--- src/rtl/core/bbe_pkg.sv ---
// ----------------------------------------------------------------------------
// Bollinger band engine package
// Shared widths, register map, reset values and handshake types between the
// sequencer and the iterative root/divide unit.
// ----------------------------------------------------------------------------
package bbe_pkg;

   // Default build parameters
   localparam int DEF_MAX_WINDOW = 64;
   localparam int DEF_PRICE_BITS = 24;

   // Configuration register widths and reset values
   localparam int WLEN_W      = 7;
   localparam int MULT_W      = 12;
   localparam int WLEN_RESET  = 20;
   localparam int MULT_RESET  = 512;

   // Result field widths
   localparam int LOWER_W  = 29;
   localparam int MIDDLE_W = 24;
   localparam int UPPER_W  = 29;

   // Fraction bits of the deviation multiplier
   localparam int FRAC_BITS = 8;

   // CSR port: two 32-bit registers at byte offsets 0 and 4
   localparam int CSR_ADDR_W = 3;
   localparam int CSR_DATA_W = 32;
   localparam int CSR_IDX_W  = 1;
   localparam logic [CSR_IDX_W-1:0] REG_WLEN = 1'b0;
   localparam logic [CSR_IDX_W-1:0] REG_MULT = 1'b1;

   // Command into the shared root/divide unit
   typedef struct packed {
      logic start;
      logic is_sqrt;
   } bbe_iter_ctl_type;

   // Status back from the shared root/divide unit
   typedef struct packed {
      logic busy;
      logic done;
   } bbe_iter_stat_type;

   function automatic int imax(input int a, input int b);
      return (a > b) ? a : b;
   endfunction

endpackage

--- src/rtl/core/bbe_mul.sv ---
// ----------------------------------------------------------------------------
// Shared multiplier
// One registered W x W unsigned multiplier; the sequencer steers its
// operands per state.
// ----------------------------------------------------------------------------
module bbe_mul #(
   parameter int W = 30
) (
   input  logic           clock,
   input  logic [W-1:0]   op_a,
   input  logic [W-1:0]   op_b,
   output logic [2*W-1:0] product
);
   import bbe_pkg::*;

   localparam int PW = 2 * W;

   logic [PW-1:0] prod_ff;
   logic [PW-1:0] prod_in;

   assign prod_in = PW'(op_a) * PW'(op_b);

   always_ff @(posedge clock) begin
      prod_ff <= prod_in;
   end

   assign product = prod_ff;

endmodule

--- config.mk ---
export PLATFORM = sky130hd
export DESIGN_NAME = bbe_mul
export DESIGN_NICKNAME = d
export VERILOG_FILES = /design/src/rtl/core/bbe_pkg.sv /design/src/rtl/core/bbe_mul.sv
export SDC_FILE = /design/constraint.sdc
export NUM_CORES = 2
export LEC_CHECK = 0
export BUFFER_PORTS_ARGS = -buffer_cell sky130_fd_sc_hd__buf_2
export CORE_ASPECT_RATIO = 0.5
export CORE_MARGIN = 1.5
export CORE_UTILIZATION = 40
export CTS_CLUSTER_SIZE = 30
export DETAILED_ROUTE_END_ITERATION = 10
export PLACE_DENSITY = 0.69
export RECOVER_POWER = 50
export SLEW_MARGIN = 30
export SYNTH_ARGS = -nofsm -noshare
export SYNTH_HDL_FRONTEND = slang
export SYNTH_SLANG_ARGS = --single-unit
--- constraint.sdc ---
create_clock -name clock -period 7.2 [get_ports clock]
set_clock_uncertainty 0.05 [all_clocks]
set_input_delay 0.72 -clock clock [delete_from_list [all_inputs] [get_ports clock]]
set_output_delay 0.72 -clock clock [all_outputs]
set_load 0.05 [all_outputs]
==> impl_metrics.py <==
metrics = {
    "clocking": {
        "root_buffer": "clkbuf_16",
        "clk_pin_slew_ns": 0.06,
        "clockBufferDepth": 2,
        "cts_buffers": 9,
        "htreeDepth": 3,
        "holdBufCountCts": 0,
        "cts.sinks": 60,
        "cts_tree": "done",
    },
    "sta": {
        "fin_crit_sh_pct": 103,
        "slew_viol_final": 0,
        "rsz0062_at_grt": "true",
        "fin_ws_ns": -0.210,
        "tightest_slew_ns": 0.648,
        "relSlewSlack_pct": 56.5,
        "finalSetupTns_ns": -1.23,
        "finalHoldViolations": 0,
        "max_freq_mhz": 135,
        "min_period_ns": 7.41,
        "setup_viol": 13,
    },
    "die": {
        "core_area_mm2": 0.0771,
        "initial_core_util_pct": 40.3,
        "dieArea_mm2": 0.0795,
        "fp.dieW_um": 397,
        "die_h_um": 200,
        "boundaryPins": 121,
        "num_rows": 72,
    },
    "outcome": {
        "violations": "DRC, setup timing",
        "status": "complete, but fails checks",
    },
    "logic_synthesis": {
        "syn_avg_cell_area_um2": 9.07,
        "syn_area_mm2": 0.0311,
        "synth_edf_count": 0,
        "ys_seq_area_share_pct": 3.86,
        "synth_top_area_cell": "fa_1",
        "synthArstFlopShare_pct": 0,
        "yosysTopAreaCellShare_pct": 50.2,
        "yosysWarnings": 0,
        "synth.distinct_cells": 60,
        "synth_nets": 4518,
        "synthCells": 3429,
        "synth_top_flop_cell": "dfxtp_1",
        "ys_top_cells_by_area": "fa_1 50%, and2_1 11%, inv_1 10%",
        "ys_ff_latch": 60,
    },
    "global_route": {
        "grtUsageTotal_pct": 20.3,
        "grt.overflow.total": 0,
        "grt_pass1_wl_um": 130000,
        "grt_pass1_vias": 25400,
        "grt_max_degree": 29,
        "antenna_found_initial": 1,
    },
    "worst_setup_path": {
        "path_common_cell": "fa_1",
        "worstPathArrival_ns": 7.63,
        "max_stage_delay_ns": 0.59,
        "path_buf_inv": 7,
        "crit_path_start_kind": "input port",
        "cp-end-kind": "flop",
        "worst_path_max_delay_cell": "fa_1",
        "cp_top_family": "adder cells",
        "required_ns": 7.42,
        "crit_type": "in -> reg",
        "path_max_fanout": 17,
    },
    "final_layout": {
        "fin_area_mm2": 0.0368,
        "final_cell_mix": "804 x inv_1, 743 x fa_1, 499 x and2_1",
        "drive_above_1_share_pct": 17.6,
        "final_common_cell": "inv_1",
        "largest_reg_flops": 60,
        "seqCellArea_mm2": 0.00120,
        "n_fill_cell": 7131,
        "nNetsFinal": 4831,
        "multi_input_area_mm2": 0.0267,
        "syn_to_final_growth_pct": 18.3,
    },
    "routing": {
        "vias_per_cell": 4.92,
        "dr.first_iter.drc_count": 1366,
        "finalWirelength_um": 79000,
        "drc": 2,
        "wl_met2_um": 42000,
        "wl_met1_um": 31800,
        "ant_nets": 0,
        "routedWlPerCell_um": 16.5,
        "met3WireLength_um": 2990,
        "via_count": 23500,
        "first_pass_iters": 8,
        "top_layer": "met4",
    },
    "place": {
        "portBuffers": 120,
        "gp_congestion": 0.887,
        "dpl_cell_area_mm2": 0.0350,
        "place_hpwl_um": 67600,
    },
    "hold_path": {
        "min_path_type": "in -> reg",
    },
    "job": {
        "maxCapViolCount": 0,
    },
}
-- final timing paths --
kind	slack, ns	start	end	depth (start not counted)
worst min-delay path	0.80	op_b[0]	product[0]$_DFF_P_	2
worst max-delay path	-0.21	op_a[12]	product[59]$_DFF_P_	26
-- layout make-up --
class / count / area share (%)
inverter: 834 / 8.51
tap: 1036 / 3.53
antenna: 1 / 0.00681
clock buffer: 9 / 0.613
clock inverter: 7 / 0.265
timing repair buffer: 501 / 11.1
sequential: 60 / 3.27
multi-input combinational: 2336 / 72.7
-- per-stage QoR --
| stage | std cells | util [%] | worst slack (ns) | hold slack (ns) |
|---|---|---|---|---|
| 2_1_floorplan | 3429 | - | -0.0738 | 1.01 |
| 3_3_place_gp | 4735 | 45.4 | -0.831 | 1.13 |
| 3_5_place_dp | 4735 | 45.4 | -0.975 | 1.14 |
| 4_1_cts | 4759 | 46.5 | -0.166 | 0.784 |
| 5_1_grt | 4784 | 47.7 | -0.301 | 0.793 |
| 6_report | 4784 | 47.7 | -0.210 | 0.804 |
-- Yosys cell counts, drive strengths merged (4+ instances only) --
library cell	count
inv	834
fa	780
and2	531
nand2	418
ha	248
clkbuf	187
a21oi	84
dfxtp	60
xnor2	39
o21ai	37
nor2	31
a21o	24
nand4	20
o21bai	20
xor2	17
buf	12
a31oi	9
nand3	9
o21a	9
nor2b	8
and3	5
nor3	5
and4	4
o211ai	4
-- logic make-up (layout without fill, tap and decap cells) --
kind of cell	after synthesis	count (layout)	synth area share, %
simple gates	1042	1042	17.4
buf+inv	1033	1351	12.6
fa+ha+maj	1028	1028	60.2
compound gates	209	209	4.24
flops	60	60	3.86
xor+xnor	56	56	1.58
mux	1	1	0.0322
other cells	0	1	0
-- routing by layer --
| layer | track usage [%] | vias up |
|---|---|---|
| li1 | - | 10500 |
| met1 | 26.3 | 12300 |
| met2 | 36.6 | 565 |
| met3 | 1.92 | 120 |
| met4 | 4.81 | 0 |
| met5 | 0 | - |
-- what timing repair did --
action | CTS | global route
gates resized for setup | 123 | 210
endpoints found under the setup margin | 26 | 27
buffers inserted | 8 | 24
gates cloned | 0 | 2
pin swaps | 35 | 95
hold endpoints to repair | 0 | 0
Power is left out: the tool's default activity adds up to more than one toggle a clock period on the data nets, which glitch-free logic cannot reach.
