<file path="src/rtl/core/bbe_pkg.sv">
// ----------------------------------------------------------------------------
// Bollinger band engine package
// Shared widths, register map, reset values and handshake types between the
// sequencer and the iterative root/divide unit.
// ----------------------------------------------------------------------------
package bbe_pkg;

   // Default build parameters
   localparam int DEF_MAX_WINDOW = 64;
   localparam int DEF_PRICE_BITS = 24;

   // Configuration register widths and reset values
   localparam int WLEN_W      = 7;
   localparam int MULT_W      = 12;
   localparam int WLEN_RESET  = 20;
   localparam int MULT_RESET  = 512;

   // Result field widths
   localparam int LOWER_W  = 29;
   localparam int MIDDLE_W = 24;
   localparam int UPPER_W  = 29;

   // Fraction bits of the deviation multiplier
   localparam int FRAC_BITS = 8;

   // CSR port: two 32-bit registers at byte offsets 0 and 4
   localparam int CSR_ADDR_W = 3;
   localparam int CSR_DATA_W = 32;
   localparam int CSR_IDX_W  = 1;
   localparam logic [CSR_IDX_W-1:0] REG_WLEN = 1'b0;
   localparam logic [CSR_IDX_W-1:0] REG_MULT = 1'b1;

   // Command into the shared root/divide unit
   typedef struct packed {
      logic start;
      logic is_sqrt;
   } bbe_iter_ctl_type;

   // Status back from the shared root/divide unit
   typedef struct packed {
      logic busy;
      logic done;
   } bbe_iter_stat_type;

   function automatic int imax(input int a, input int b);
      return (a > b) ? a : b;
   endfunction

endpackage

</file>
<file path="src/rtl/core/bbe_ring.sv">
// ----------------------------------------------------------------------------
// Price ring
// Single-port-write, single-port-read memory holding the window prices.
// Read data is registered.
// ----------------------------------------------------------------------------
module bbe_ring #(
   parameter int DEPTH = bbe_pkg::DEF_MAX_WINDOW,
   parameter int WIDTH = bbe_pkg::DEF_PRICE_BITS,
   parameter int AW    = $clog2(bbe_pkg::DEF_MAX_WINDOW)
) (
   input  logic             clock,
   input  logic             wr_en,
   input  logic [AW-1:0]    wr_addr,
   input  logic [WIDTH-1:0] wr_data,
   input  logic             rd_en,
   input  logic [AW-1:0]    rd_addr,
   output logic [WIDTH-1:0] rd_data
);
   import bbe_pkg::*;

   logic [WIDTH-1:0] ram_ff [DEPTH];
   logic [WIDTH-1:0] rd_data_ff;

   always_ff @(posedge clock) begin
      if (wr_en) begin
         ram_ff[wr_addr] <= wr_data;
      end
      if (rd_en) begin
         rd_data_ff <= ram_ff[rd_addr];
      end
   end

   assign rd_data = rd_data_ff;

endmodule

</file>
<file path="config.mk">
export PLATFORM = sky130hd
export DESIGN_NAME = bbe_ring
export DESIGN_NICKNAME = d
export VERILOG_FILES = /design/src/rtl/core/bbe_pkg.sv /design/src/rtl/core/bbe_ring.sv
export SDC_FILE = /design/constraint.sdc
export NUM_CORES = 1
export LEC_CHECK = 0
export BUFFER_PORTS_ARGS = -buffer_cell sky130_fd_sc_hd__buf_2
export CAP_MARGIN = 40
export CORE_MARGIN = 1
export CORE_UTILIZATION = 45
export CTS_CLUSTER_DIAMETER = 100
export CTS_CLUSTER_SIZE = 14
export DETAILED_ROUTE_END_ITERATION = 6
export GPL_ROUTABILITY_DRIVEN = 0
export PLACE_DENSITY_LB_ADDON = 0.15
export SETUP_SLACK_MARGIN = 0.2
export SLEW_MARGIN = 15
export SYNTH_ARGS = -nofsm -noshare
export SYNTH_HDL_FRONTEND = slang
export SYNTH_SLANG_ARGS = --single-unit
</file>
<file path="constraint.sdc">
create_clock -name clock -period 2.6 [get_ports clock]
set_input_delay 0.13 -clock clock [delete_from_list [all_inputs] [get_ports clock]]
set_output_delay 0.13 -clock clock [all_outputs]
set_load 0.03 [all_outputs]
</file>
==> results by group <==
Placed design
  • Placed Area: between 60000 and 70000 sq um
  • IO buf count: a little over 60
  • Dpl hpwl: 96.7 mm

Synth
  • Cell variety after synth: 39
  • Synth Warn #: 0
  • Prevailing post-synth register cell: edfxtp_1
  • Syn Inst Count: 2610
  • Post-synthesis cell area: approximately 60000 sq um
  • Synth area leaders: edfxtp_1, mux4_2, mux2i_1, mux2_2, a221oi_1
  • Sequential area share after synthesis: 78.7%
  • Yosys reg bits: roughly 1.6k
  • Mean post-synth cell area: 22.8 sq um
  • Post-synth top cells: edfxtp_1, mux4_2, mux2i_1
  • Area leader, netlist: edfxtp_1
  • Post-synthesis net count: between 2k and 3k
  • Synth top area share: 78.7%
  • Top-count cell post-synth: edfxtp_1
  • Post-synth EDFFs: 1560
  • Post-synth ARST share: 0%

Die
  • FP Rows: 133
  • Io pins: 63
  • Initial Util: 45.3%
  • Core Region: 131000 sq um
  • Chip width: around 370 microns
  • Die Span Y: ~370 microns
  • Die area: 134000 sq um

Clock tree
  • CTS Sinks: around 1.6k
  • Clock transition at path regs: around 0.060 ns
  • CTS root buffer: clkbuf_16
  • Maximum root-to-sink buffer count: 3
  • Clk_lat worst skew: 0.75 ns
  • CTS tree: built
  • H-tree levels: 3
  • Setup bufs post-CTS: 0
  • TritonCTS buffer count: 121

Power
  • Maximum vdd drop: 0.722 mV
  • Fraction of power consumed by sequential logic: 59.1%
  • Cell Pwr Density: 704 nW/um^2
  • Internal: 37300 uW
  • Switch Pwr: just over 10000 uW
  • Gate power share: 6.0%
  • Leak: 0.0211 uW
  • Clock network power share: 34.9%
  • Sw frac: 21.2%

Worst setup path
  • R2R setup slack: ~0.22 ns
  • Critical path peak fanout: 1
  • CP Data Required Time: 3.11 ns
  • Top Family by Delay on Critical Path: compound AO/OA/AOI/OAI gates
  • Reg2Reg Depth: 6
  • Worst setup EP type: register
  • CP max stage cell: a221oi_2
  • Crit-path cells: mux4_2 -> mux2_2 -> a221oi_2 -> buf_4 -> a31oi_1 -> o21a_1
  • Startpoint Class: register
  • Worst r2r dst: rd_data[21]
  • CP Data Arrival Time: 2.89 ns
  • Setup CP Type: register to register
  • Max stage delay on crit path: 0.61 ns
  • Crit path buf inv count: 1
  • Reg2reg start: ram_ff[38][21]

Hold path
  • Hold endpoint: ram_ff[30][11]
  • Hold Path Depth: 2
  • Origin of the worst min-delay path: wr_data[11]
  • Hold Crit Class: input port to register

Timing
  • FMAX: 419 MHz
  • WHS: between 0.07 and 0.08 ns
  • Final slew viol count: 0
  • Slew @ Worst Pin: 0.888 ns
  • Max_slew headroom: 40.8%
  • Final setup fails: 0
  • Final min period: 2.38 ns
  • Endpoints failing hold: 0
  • RSZ-0062 raised after global routing: false
  • Final TNS setup: 0 ns
  • Clock Skews: 0.0295 ns
  • Period utilization: about 90%

Global routing
  • GRT Total Usage: 23.6%
  • Vias in the first global route: 29.0k
  • Largest net degree at the start of global routing: 65
  • Antenna violations before repair: 17
  • First-pass GRT wire length: 223 mm
  • Grt total ovfl: 0

Detailed routing
  • Drt pass-1 iters: 5
  • Drt drc: 0
  • Vias/cell: 6.14
  • Iteration-0 DRC Markers: 3467
  • Total detailed-routing wirelength: 158 mm
  • Wire per inst: about 34 microns
  • Routed Antenna Nets: 0
  • DR vias: ~29k

Flow run
  • Max Cap Violations: 0

Layout
  • FF+latch area: 46800 sq um
  • Filler cell count: just over 10k
  • Multi-input gate area: 12100 sq um
  • Final instance area: 67400 sq um
  • Layout area overhead: 13.2%
  • Core Util, Final: 51.3%
  • Number of nets in the layout: 2940
  • Share of cells above drive strength 1: 31.2%

Status
  • Status: complete, no violations
==> routing by layer <==
metal  GRT usage (%)  vias up  routed length [microns]
li1                -    11600                        -
met1            34.1    15700                    66400
met2            38.3     1097                    77300
met3            3.23      183                    11100
met4            5.73        6                     3080
met5               0        -                       35
==> stage by stage <==
step                setup WS [ns]  cells  power, uW
floorplan                   0.165   2610      29900
global placement           -0.360   4514      31300
detailed placement         -0.406   4518      31400
CTS                         0.150   4662      47800
global route                0.201   4662      48700
finish                      0.215   4667      47400
==> how the worst max path moves through the flow <==
stage / startpoint / end / slack [ns] / cells past startpoint
6_report: ram_ff[38][21] / rd_data[21] / 0.22 / 6
5_1_grt: ram_ff[39][21] / rd_data[21] / 0.20 / 6
4_1_cts: ram_ff[54][11] / rd_data[11] / 0.15 / 6
3_5_place_dp: rd_addr[0] / rd_data[21] / -0.41 / 8
3_3_place_gp: rd_addr[0] / rd_data[21] / -0.36 / 8
2_1_floorplan: wr_addr[5] / ram_ff[39][0] / 0.17 / 4
==> power groups by stage <==
stage | sequential, uW | combinational, uW | clock, uW
after floorplan | 28500 | 1380 | 0
after global placement | 28500 | 2790 | 0
after global routing | 28000 | 3000 | 17700
final | 28000 | 2850 | 16600
after detailed placement | 28500 | 2850 | 0
after CTS | 28000 | 2880 | 16900
==> logic make-up (layout without fill, tap and decap cells) <==
family	count (synthesis)	in the layout	synth area share, %
flip-flops	1560	1560	78.7
AO/OA/AOI/OAI	207	207	2.43
buffers and inverters	144	441	1.31
other	0	5	0
multiplexers	503	503	16.0
AND/OR/NAND/NOR	196	196	1.55
==> cell usage in the layout (no fill, tap or decap), types with 4 or more instances in the layout <==
master         instances
mux2_2                53
o21a_1                13
clkbuf_16            124
buf_12                59
or3_1                 10
edfxtp_1            1560
nor2b_1                9
a221oi_1              48
a221o_1                4
nand3_1               20
o21ai_0               12
buf_4                174
nor2_2                62
mux4_2               355
buf_2                 58
nand2_1               36
and3_1                16
diode_2                5
dlygate4sd3_1         15
mux2i_1               95
a21oi_1               22
nand2b_1               6
o21ai_1                6
o22ai_1               53
nor2_1                18
a31oi_1               13
a22oi_1               29
==> final cells by class <==
type | count | share of cell area [%]
clock inverters | 5 | 0.119
clock buffers | 124 | 4.61
flip-flops and latches | 1560 | 69.5
repair buffers | 310 | 4.45
diodes | 5 | 0.0186
multi-input cells | 906 | 18.0
well taps | 1755 | 3.26
inverters | 2 | 0.0111
==> state kept, by name, indices dropped and copies added (netlist names) <==
register	flops
ram_ff	1536
rd_data	24
==> timing repair <==
item | CTS | global route
hold buffers | 15 | 0
gates resized for setup | 3 | 2
setup endpoints to repair | 3 | 2
endpoints found under the hold margin | 397 | 0
(Power assumes the default switching activity.)
