===== src/rtl/core/bbe_pkg.sv =====
// ----------------------------------------------------------------------------
// Bollinger band engine package
// Shared widths, register map, reset values and handshake types between the
// sequencer and the iterative root/divide unit.
// ----------------------------------------------------------------------------
package bbe_pkg;

   // Default build parameters
   localparam int DEF_MAX_WINDOW = 64;
   localparam int DEF_PRICE_BITS = 24;

   // Configuration register widths and reset values
   localparam int WLEN_W      = 7;
   localparam int MULT_W      = 12;
   localparam int WLEN_RESET  = 20;
   localparam int MULT_RESET  = 512;

   // Result field widths
   localparam int LOWER_W  = 29;
   localparam int MIDDLE_W = 24;
   localparam int UPPER_W  = 29;

   // Fraction bits of the deviation multiplier
   localparam int FRAC_BITS = 8;

   // CSR port: two 32-bit registers at byte offsets 0 and 4
   localparam int CSR_ADDR_W = 3;
   localparam int CSR_DATA_W = 32;
   localparam int CSR_IDX_W  = 1;
   localparam logic [CSR_IDX_W-1:0] REG_WLEN = 1'b0;
   localparam logic [CSR_IDX_W-1:0] REG_MULT = 1'b1;

   // Command into the shared root/divide unit
   typedef struct packed {
      logic start;
      logic is_sqrt;
   } bbe_iter_ctl_type;

   // Status back from the shared root/divide unit
   typedef struct packed {
      logic busy;
      logic done;
   } bbe_iter_stat_type;

   function automatic int imax(input int a, input int b);
      return (a > b) ? a : b;
   endfunction

endpackage


===== src/rtl/core/bbe_iter.sv =====
// ----------------------------------------------------------------------------
// Iterative root / divide unit
// Restoring shift-subtract engine: one quotient bit or one root bit per
// cycle, QOW bits per operation.
// ----------------------------------------------------------------------------
module bbe_iter #(
   parameter int QOW  = 31,
   parameter int DIVW = bbe_pkg::WLEN_W
) (
   input  logic                        clock,
   input  logic                        reset,
   input  bbe_pkg::bbe_iter_ctl_type   ctl,
   input  logic [2*QOW-1:0]            operand,
   input  logic [DIVW-1:0]             divisor,
   output bbe_pkg::bbe_iter_stat_type  stat,
   output logic [QOW-1:0]              result
);
   import bbe_pkg::*;

   localparam int XW   = 2 * QOW;
   localparam int RW   = QOW + 1;
   localparam int TW   = QOW + 3;
   localparam int CNTW = $clog2(QOW + 1);

   logic [XW-1:0]   x_ff, x_in;
   logic [RW-1:0]   rem_ff, rem_in;
   logic [QOW-1:0]  q_ff, q_in;
   logic [CNTW-1:0] cnt_ff, cnt_in;
   logic            run_ff, run_in;
   logic            sqrt_ff, sqrt_in;
   logic            done_ff, done_in;

   logic [TW-1:0]   rem_sh;
   logic [TW-1:0]   trial;
   logic [TW-1:0]   diff;
   logic            ge;

   // Bring down the next digit(s) and try the subtract
   always_comb begin
      if (sqrt_ff) begin
         rem_sh = {rem_ff, x_ff[XW-1 -: 2]};
         trial  = TW'({q_ff, 2'b01});
      end else begin
         rem_sh = TW'({rem_ff, x_ff[XW-1]});
         trial  = TW'(divisor);
      end
      ge   = (rem_sh >= trial);
      diff = rem_sh - trial;
   end

   always_comb begin
      x_in    = x_ff;
      rem_in  = rem_ff;
      q_in    = q_ff;
      cnt_in  = cnt_ff;
      run_in  = run_ff;
      sqrt_in = sqrt_ff;
      done_in = 1'b0;
      if (ctl.start) begin
         x_in    = operand;
         rem_in  = '0;
         q_in    = '0;
         cnt_in  = CNTW'(QOW);
         run_in  = 1'b1;
         sqrt_in = ctl.is_sqrt;
      end else if (run_ff) begin
         x_in   = sqrt_ff ? (x_ff << 2) : (x_ff << 1);
         rem_in = ge ? RW'(diff) : RW'(rem_sh);
         q_in   = {q_ff[QOW-2:0], ge};
         cnt_in = cnt_ff - 1'b1;
         if (cnt_ff == CNTW'(1)) begin
            run_in  = 1'b0;
            done_in = 1'b1;
         end
      end
   end

   always_ff @(posedge clock) begin
      if (reset) begin
         run_ff  <= 1'b0;
         done_ff <= 1'b0;
         cnt_ff  <= '0;
         sqrt_ff <= 1'b0;
      end else begin
         run_ff  <= run_in;
         done_ff <= done_in;
         cnt_ff  <= cnt_in;
         sqrt_ff <= sqrt_in;
      end
      x_ff   <= x_in;
      rem_ff <= rem_in;
      q_ff   <= q_in;
   end

   assign stat.busy = run_ff;
   assign stat.done = done_ff;
   assign result    = q_ff;

   a_start_when_idle: assert property (@(posedge clock) disable iff (reset)
      ctl.start |-> !run_ff)
      else $error("iter: start while busy");

   a_done_follows_run: assert property (@(posedge clock) disable iff (reset)
      done_ff |-> $past(run_ff))
      else $error("iter: done without a running operation");

   a_count_live: assert property (@(posedge clock) disable iff (reset)
      run_ff |-> (cnt_ff != '0))
      else $error("iter: running with exhausted step count");

endmodule


===== config.mk =====
export PLATFORM = sky130hd
export DESIGN_NAME = bbe_iter
export DESIGN_NICKNAME = d
export VERILOG_FILES = /design/src/rtl/core/bbe_pkg.sv /design/src/rtl/core/bbe_iter.sv
export SDC_FILE = /design/constraint.sdc
export NUM_CORES = 1
export LEC_CHECK = 0
export BUFFER_PORTS_ARGS = -buffer_cell sky130_fd_sc_hd__buf_2
export CAP_MARGIN = 20
export CORE_ASPECT_RATIO = 0.7
export CORE_UTILIZATION = 45
export DETAILED_ROUTE_END_ITERATION = 10
export SLEW_MARGIN = 20
export SYNTH_ARGS = -nofsm -noshare
export SYNTH_HDL_FRONTEND = slang
export SYNTH_SLANG_ARGS = --single-unit

===== constraint.sdc =====
create_clock -name clock -period 6.6 [get_ports clock]
set_input_delay 0.33 -clock clock [delete_from_list [all_inputs] [get_ports clock]]
set_output_delay 0.33 -clock clock [all_outputs]
set_load 0.005 [all_outputs]

==> flow_summary.yaml, run 1 <==
flow_run:
  drv_cap: 0
synthesis:
  synth_largest_area_cell: "edfxtp_1"
  ys.flop_type: "dfxtp_1"
  synthArstFlopShare_pct: 0
  syn-instance-count: 903
  syn_area_per_cell_um2: 9.18
  synth_edf_count: 62
  syn-num-nets: 1012
  yosys_warnings: 0
  syn-cell-area_um2: 8290
  yosys-top-cells-area: "edfxtp_1, dfxtp_1, mux2i_1, nand2_1, o21ai_0"
  ys_types: 60
  synth_top_area_share_pct: 22.5
  yosys_register_bits: 133
  synth-seq-area-share_pct: 39.6
sta:
  max_freq_mhz: 239
  tns_ns: 0
  timing_hold_violations_final: 0
  max_slew.worst_pin.slew_ns: 1.01
  setup_viol: 0
  layout_min_cycle_time_ns: 4.18
  period_share_pct: 63.3
  rsz0062_at_grt: "false"
  finalMaxSlewViolations: 0
  fin_skew_ns: 0.0101
  slew_headroom_pct: 32.6
finish:
  nets: 1085
  diodes: 0
  layout-drive-gt1-share_pct: 18.9
  post-route-util_pct: 53.0
  regArea_um2: 3290
  syn_to_final_growth_pct: 15.1
  n_fill_cell: 1720
  multi_input_area_um2: 4700
placed_design:
  place_hpwl_mm: 13.3
  port_buffers: 105
  gp_congestion: 0.838
clock_tree:
  cts-resized-gates: 0
  cts_tree: "built"
  clock_sinks: 133
  cts_htree_levels: 4
  cts_root_buffer: "clkbuf_16"
  cts_hold_buf: 0
  cts.clk_slew.worst_paths_ns: 0.06
  cts_buffers: 17
  cts_max_path_buffers: 2
  cts_setup_buffers: 0
  insertion_delay_ns: 0.42
route:
  remaining_drc_errors: 0
  dr.pass1.iters: 5
  vias_per_cell: 5.43
  wl_mm: 19.2
  wl_met3_um: 771
  vias: 6647
  highest_layer: "met4"
  m1WireLength_mm: 10.7
  drt_iter0_markers: 411
  wl_met2_mm: 7.52
  ant_nets: 0
  wl_per_cell_um: 15.7
run_status:
  status: "finished clean"
worst_setup_path:
  path_buf_inv: 2
  crit_path_end_kind: "register"
  crit_chain: "buf_4 > mux2_2 > ha_1 > nand3_1 > nor4_1 > o31ai_1 > nand4_1 > buf_4 > mux2_2 > mux2i_1 > nor3_1"
  crit_fanout: 77
  critPathRequiredTime_ns: 6.89
  slowest_stage: "dfxtp_4"
  critPathArrivalTime_ns: 4.47
  crit_type: "register to register"
  cp_top_family: "flip-flops"
  startpoint_type: "register"
  cpPeakStageDelay_ns: 1.00
floorplan:
  core_area_um2: 18000
  num_rows: 41
  initial_core_util_pct: 46.0
  die_w_um: 164
  die_height_um: 116
  ios: 106
  fp.dieArea_um2: 19000
min_path:
  hold_path.class: "primary input to register"
power_and_ir_drop:
  p_clk_share_pct: 24.7
  irDropWorstVdd_mv: 0.323
  power_density_nw_per_um2: 415
  p_int_mw: 2.42
  pwr-share-seq_pct: 27.1
  combPwrFrac_pct: 48.2
  p_leak_nw: 4.01
  p_switching_mw: 1.54
  p_sw_share_pct: 39.0
  power_mw: 3.96
global_routing:
  grt_pass1_wl_mm: 31.0
  grt_usage_pct: 20.9
  overflow: 0
  grt_max_degree: 78
  grt_pass1_vias: 6022
  antenna_found_initial: 0
cells by family after synthesis:
kind of cell | after synthesis | share of synthesized area, %
and+or+nand+nor | 267 | 13.8
AOI/OAI and AO/OA | 206 | 14.9
muxes | 155 | 19.2
DFF | 133 | 39.6
buffers and inverters | 76 | 3.73
adders and majority gates | 36 | 5.53
xor gates and xnor gates | 30 | 3.17
layout by cell type (no fill, tap or decap), types with 6 or more instances in the layout:
cell type and count:
a211oi_1 14, a21o_1 7, a21oi_1 47, buf_2 104, buf_4 9, clkbuf_16 17
dfxtp_1 69, edfxtp_1 62, ha_1 35, inv_1 16, mux2_2 33, mux2i_1 122
nand2_1 142, nand3_1 9, nor2_1 67, nor3_1 11, o21a_1 6, o21ai_0 90
o21ai_1 8, xnor2_1 19, xor2_1 11
final timing paths:
path | from | endpoint | slack (ns) | cells after the start
min reg2reg | rem_ff[4] | rem_ff[4] | 0.47 | 2
max | sqrt_ff | rem_ff[24] | 2.42 | 11
min | ctl[0] | sqrt_ff | 0.17 | 3
max reg2reg | sqrt_ff | rem_ff[24] | 2.42 | 11
through the flow:
step / setup slack, ns / cells / hold slack (ns) / cell area [um2]
final: 2.42 / 1225 / 0.172 / 9540
after detailed placement: 2.49 / 1193 / 0.464 / 8930
after global placement: 2.57 / 1193 / 0.465 / 8930
after floorplan: 2.16 / 903 / 0.437 / 8290
after CTS: 2.45 / 1225 / 0.156 / 9540
after global routing: 2.14 / 1225 / 0.165 / 9540
final cells by class:
class / instances / share of cell area (%)
inverters: 17 / 0.669
clock buffers: 17 / 4.46
repair buffers: 113 / 6.17
flip-flops and latches: 133 / 34.5
multi-input cells: 694 / 49.3
clock inverters: 15 / 1.85
well taps: 236 / 3.10
worst min-delay path, delay by kind of cell:
| family | cells | cell delay [ns] |
|---|---|---|
| muxes | 1 | 0.06 |
| and+or+nand+nor | 1 | 0.09 |
| buffers and inverters | 1 | 0.08 |
cell usage after synthesis, types with 5 or more instances:
cell,count
nand3_1,9
nand2_1,142
dfxtp_1,71
mux2i_1,122
clkbuf_1,37
nand2b_1,5
mux2_2,33
nor2b_1,5
inv_1,17
o21a_1,6
ha_1,35
a21oi_1,47
xor2_1,11
a211oi_1,14
buf_1,11
edfxtp_1,62
o21ai_0,90
a21o_1,7
xnor2_1,19
o21ai_1,8
buf_2,7
nor2_1,68
or3_1,5
nand4_1,5
nor3_1,11
metal layers:
layer | GRT usage (%) | vias up
met5 | 0 | -
met4 | 5.62 | 0
met3 | 4.04 | 19
met2 | 28.3 | 131
met1 | 32.9 | 3085
li1 | - | 3412
sequential cells by signal (all words and copies together) (netlist names):
| register | count |
|---|---|
| cnt_ff | 5 |
| done_ff | 1 |
| rem_ff | 32 |
| result | 31 |
| run_ff | 1 |
| sqrt_ff | 1 |
| x_ff | 62 |
power by group through the flow:
stage | combinational [mW] | clock [mW] | sequential (mW)
final | 1.91 | 0.979 | 1.07
after global routing | 2.12 | 1.04 | 1.09
after CTS | 1.89 | 1.00 | 1.07
after detailed placement | 1.87 | 0 | 1.09
after global placement | 1.88 | 0 | 1.09
after floorplan | 1.52 | 0 | 1.05
No activity file was read; power rests on OpenSTA's default activity.
==> run 2: changes to the inputs <==
==> constraint.sdc (replaced) <==
create_clock -name clock -period 4.2 [get_ports clock]
set_input_delay 0.21 -clock clock [delete_from_list [all_inputs] [get_ports clock]]
set_output_delay 0.21 -clock clock [all_outputs]
set_load 0.005 [all_outputs]
==> run 2 against run 1 <==
  * The flow now finishes with violations (DRC)
  * Fmax rose by 6.6%
  * Design area rose by 0.41%
  * Combinational power rose by 62%
  * First-iteration DRC count fell by 7.5%
  * Final cell count rose by 0.41%
  * Critical path type unchanged
  * Critical endpoint is now rem_ff[31]
  * Largest cell class unchanged
==> flow_summary.yaml, run 2 (synthesis gave the netlist of run 1 again) <==
floorplan:
  ios: 106
  initial_core_util_pct: 46.0
  core_area_um2: 18000
  num_rows: 41
  die_w_um: 164
  fp.dieArea_um2: 19000
  die_height_um: 116
placed_design:
  place_hpwl_mm: 13.1
  port_buffers: 105
  placed_area_um2: 9000
  gp_congestion: 0.857
finish:
  final_cell_mix: "nand2_1, mux2i_1, buf_2"
  diodes: 0
  design_area_um2: 9580
  largest_reg_flops: 62
  final_common_cell: "nand2_1"
  syn_to_final_growth_pct: 15.6
  nets: 1090
  top_register: "x_ff"
  layout-drive-gt1-share_pct: 19.3
worst_setup_path:
  critPathRequiredTime_ns: 4.54
  crit_fanout: 43
  critPathArrivalTime_ns: 4.26
  startpoint_type: "register"
  crit_path_end_kind: "register"
  crit_type: "register to register"
route:
  ant_nets: 0
  dr.pass1.iters: 8
  wl_mm: 19.1
  wl_per_cell_um: 15.6
  remaining_drc_errors: 2
  vias_per_cell: 5.32
  drt_iter0_markers: 380
  vias: 6546
power_and_ir_drop:
  p_leak_nw: 4.02
  irDropWorstVdd_mv: 0.388
  power_density_nw_per_um2: 654
clock_tree:
  cts_htree_levels: 4
  cts_buffers: 17
  cts.clk_slew.worst_paths_ns: 0.06
  cts_root_buffer: "clkbuf_16"
  insertion_delay_ns: 0.42
  clock_sinks: 133
  cts_hold_buf: 0
  cts-resized-gates: 0
  cts_max_path_buffers: 2
  cts_tree: "built"
  cts_setup_buffers: 0
global_routing:
  antenna_found_initial: 0
  overflow: 0
  grt_pass1_vias: 5990
  grt_usage_pct: 21.1
  grt_max_degree: 118
  grt_pass1_wl_mm: 31.3
run_status:
  violations: "DRC"
  status: "finished with violations"
sta:
  layout_min_cycle_time_ns: 3.92
  finalMaxSlewViolations: 0
  max_slew.worst_pin.slew_ns: 1.02
  rsz0062_at_grt: "false"
  max_freq_mhz: 255
  setup_viol: 0
  fin_skew_ns: 0.00823
  slew_headroom_pct: 31.7
  timing_hold_violations_final: 0
  tns_ns: 0
  period_share_pct: 93.4
flow_run:
  drv_cap: 0
min_path:
  hold_path.class: "primary input to register"
-- run 2: worst paths after layout --
check | endpoint | slack [ns] | depth (start not counted) | startpoint
hold / removal | sqrt_ff | 0.05 | 3 | ctl[0]
setup / recovery | rem_ff[31] | 0.28 | 11 | sqrt_ff
setup reg to reg | rem_ff[31] | 0.28 | 11 | sqrt_ff
hold reg to reg | rem_ff[3] | 0.48 | 2 | rem_ff[3]
-- run 2: area by class of cell --
class | instances | area (um2)
Sequential cell | 133 | 3290
Fill cell | 1672 | 8430
Tap cell | 236 | 295
Timing Repair Buffer | 118 | 651
Multi-Input combinational cell | 694 | 4700
Inverter | 17 | 63.8
Clock buffer | 18 | 429
Clock inverter | 14 | 149
-- run 2: where the power goes --
group          internal, mW  leakage, nW  switching (mW)  total (mW)
combinational          1.39         2.53            1.71        3.10
clock                 0.880        0.272           0.603        1.48
sequential             1.55         1.22           0.128        1.68
total                  3.82         4.02            2.44        6.26
-- run 2: stage by stage --
step	worst slack [ns]	power [mW]	cells	hold WS, ns	util, %
floorplan	0.0440	4.04	903	0.357	-
global placement	0.405	4.75	1198	0.460	50.0
detailed placement	0.377	4.75	1198	0.466	50.0
CTS	0.356	6.27	1230	0.0374	53.2
global route	0.0182	6.71	1230	0.0541	53.2
finish	0.278	6.26	1230	0.0456	53.2
-- run 2: metal layers --
metal | global-route usage [%] | routed length [um] | vias to the layer above
li1 | - | - | 3416
met1 | 32.7 | 10600 | 2970
met2 | 28.8 | 7410 | 143
met3 | 4.87 | 858 | 17
met4 | 5.56 | 212 | 0
met5 | 0 | 0 | -
-- run 2: worst max-delay path, cell delays in order (launching register included) --
cell and delay (ns):
dfxtp_4 0.70, buf_4 0.27, mux2_2 0.36, ha_1 0.41
a21oi_1 0.24, o21ai_0 0.19, a311o_1 0.37, o21ai_0 0.14
nor2_1 0.14, a221oi_1 0.36, mux2_2 0.38, a311oi_1 0.24
==> run 3: changes to the inputs <==
--- a/config.mk
+++ b/config.mk
@@ -8,8 +8,10 @@
 export BUFFER_PORTS_ARGS = -buffer_cell sky130_fd_sc_hd__buf_2
 export CAP_MARGIN = 20
 export CORE_ASPECT_RATIO = 0.7
+export CORE_MARGIN = 4
 export CORE_UTILIZATION = 45
 export DETAILED_ROUTE_END_ITERATION = 10
+export SKIP_CTS_REPAIR_TIMING = 1
 export SLEW_MARGIN = 20
 export SYNTH_ARGS = -nofsm -noshare
 export SYNTH_HDL_FRONTEND = slang
==> run 3 against run 2 <==
  * The flow now finishes without violations
  * Clock skew up 0.0018 ns
  * Sequential share of layout area up 0.16 points
  * Worst setup slack better by 0.12 ns
  * Sequential cell count unchanged
  * Critical path depth unchanged
  * Sequential power about the same
  * Design area down 0.46%
  * Register-to-register slack better by 0.12 ns
  * Non-clock buffer count unchanged
  * Critical endpoint is now rem_ff[28]
  * Highest routed layer unchanged
==> flow_summary.yaml, run 3 (synthesis gave the netlist of run 1 again) <==
placed_design:
  port_buffers: 105
  gp_congestion: 0.946
  place_hpwl_mm: 13.7
floorplan:
  fp.dieArea_um2: 20700
  ios: 106
  num_rows: 41
  initial_core_util_pct: 45.9
  core_area_um2: 18100
  die_w_um: 170
  die_height_um: 122
worst_setup_path:
  path_buf_inv: 0
  cp_top_family: "compound AO/OA/AOI/OAI gates"
  cpPeakStageDelay_ns: 0.69
  crit_fanout: 43
  crit_chain: "mux2_2 > ha_1 > a21oi_1 > o21ai_1 > a32oi_1 > o311a_4 > o31ai_4 > and3_1 > a2111oi_1 > nor3_1 > o31a_1"
  r2r-start: "sqrt_ff"
  critPathArrivalTime_ns: 4.10
  crit_path_end_kind: "register"
  startpoint_type: "register"
  reg2reg_depth: 11
  slowest_stage: "dfxtp_4"
  worstSetupStartpoint: "sqrt_ff"
  critPathRequiredTime_ns: 4.50
  crit_type: "register to register"
  reg2reg_slack_ns: 0.40
  worstSetupEndpoint: "rem_ff[28]"
  crit_cells: 11
  r2r-end: "rem_ff[28]"
sta:
  timing_hold_violations_final: 0
  finalMaxSlewViolations: 0
  max_slew.worst_pin.slew_ns: 1.03
  slew_headroom_pct: 31.3
  layout_min_cycle_time_ns: 3.80
  tns_ns: 0
  setup_viol: 0
  rsz0062_at_grt: "false"
  fin_skew_ns: 0.0101
  max_freq_mhz: 263
  hold_slack_ns: 0.0632
  period_share_pct: 90.5
global_routing:
  grt_max_degree: 175
  antenna_found_initial: 0
  grt_pass1_wl_mm: 32.5
  grt_usage_pct: 19.2
  overflow: 0
  grt_pass1_vias: 6292
route:
  vias_per_cell: 5.43
  dr.pass1.iters: 5
  vias: 6674
  remaining_drc_errors: 0
  wl_mm: 19.7
  wl_per_cell_um: 16.0
  drt_iter0_markers: 520
  ant_nets: 0
clock_tree:
  cts_htree_levels: 4
  clock_sinks: 133
  cts.clk_slew.worst_paths_ns: 0.06
  cts_buffers: 17
  cts_tree: "built"
  insertion_delay_ns: 0.42
  cts_max_path_buffers: 2
  cts_root_buffer: "clkbuf_16"
finish:
  syn_to_final_growth_pct: 15.0
  largest_reg_flops: 62
  final_cell_mix: "nand2_1, mux2i_1, buf_2"
  nets: 1090
  n_fill_cell: 1716
  regArea_um2: 3290
  top_register: "x_ff"
  final_common_cell: "nand2_1"
  diodes: 0
  multi_input_area_um2: 4700
  layout-drive-gt1-share_pct: 19.3
power_and_ir_drop:
  p_int_mw: 3.68
  p_sw_share_pct: 39.7
  power_density_nw_per_um2: 641
  combPwrFrac_pct: 50.1
  pwr-share-seq_pct: 27.6
  p_switching_mw: 2.43
  irDropWorstVdd_mv: 0.344
  p_leak_nw: 4.00
  p_clk_share_pct: 22.3
run_status:
  status: "finished clean"
min_path:
  hold_path.class: "primary input to register"
  hold_start: "ctl[0]"
flow_run:
  drv_cap: 0
-- run 3: cell count changes in the layout (fill, tap and decap cells not counted), sizes merged --
cell	change
bufinv	-2
clkbuf	+1
clkinv	+2
clkinvlp	+1
inv	-2
-- run 3: how the worst min path moves through the flow --
stage / endpoint / slack [ns] / depth (start not counted)
2_1_floorplan: sqrt_ff / 0.36 / 2
3_3_place_gp: rem_ff[5] / 0.46 / 2
3_5_place_dp: rem_ff[5] / 0.47 / 2
4_1_cts: x_ff[14] / 0.04 / 3
5_1_grt: x_ff[14] / 0.06 / 3
6_report: sqrt_ff / 0.06 / 3
-- run 3: area by class of cell --
| class | count | area share (%) |
|---|---|---|
| clock buffers | 19 | 4.54 |
| clock inverters | 13 | 1.06 |
| inverters | 17 | 0.669 |
| multi-input cells | 694 | 49.3 |
| flip-flops and latches | 133 | 34.5 |
| well taps | 236 | 3.10 |
| repair buffers | 118 | 6.83 |
-- run 3: routing by layer --
metal,global-route usage (%),vias up,share of wire [%]
li1,-,3425,-
met1,30.8,3090,54
met2,26.7,145,40
met3,3.80,14,4.8
met4,3.49,0,0.77
met5,0,-,0
-- run 3: metrics by stage --
step	setup WS [ns]	util [%]	power, mW	instances	area (um2)
3_3_place_gp	0.548	49.8	4.73	1198	9000
3_5_place_dp	0.476	49.8	4.72	1198	9000
2_1_floorplan	0.0440	-	4.04	903	8290
5_1_grt	0.127	52.8	6.57	1230	9530
6_report	0.400	52.8	6.11	1230	9530
4_1_cts	0.429	52.8	6.13	1230	9530
-- run 3: worst register-to-register path, cell delays in order, from the launching register on --
cell and delay (ns):
dfxtp_4 0.69, mux2_2 0.43, ha_1 0.41, a21oi_1 0.22
o21ai_1 0.15, a32oi_1 0.33, o311a_4 0.29, o31ai_4 0.10
and3_1 0.20, a2111oi_1 0.50, nor3_1 0.11, o31a_1 0.25
-- run 3: power by group through the flow --
stage / Clock [mW] / Sequential [mW] / Combinational (mW)
6_report: 1.36 / 1.68 / 3.06
5_1_grt: 1.45 / 1.71 / 3.42
4_1_cts: 1.40 / 1.68 / 3.04
3_5_place_dp: 0 / 1.71 / 3.01
3_3_place_gp: 0 / 1.71 / 3.03
2_1_floorplan: 0 / 1.65 / 2.39
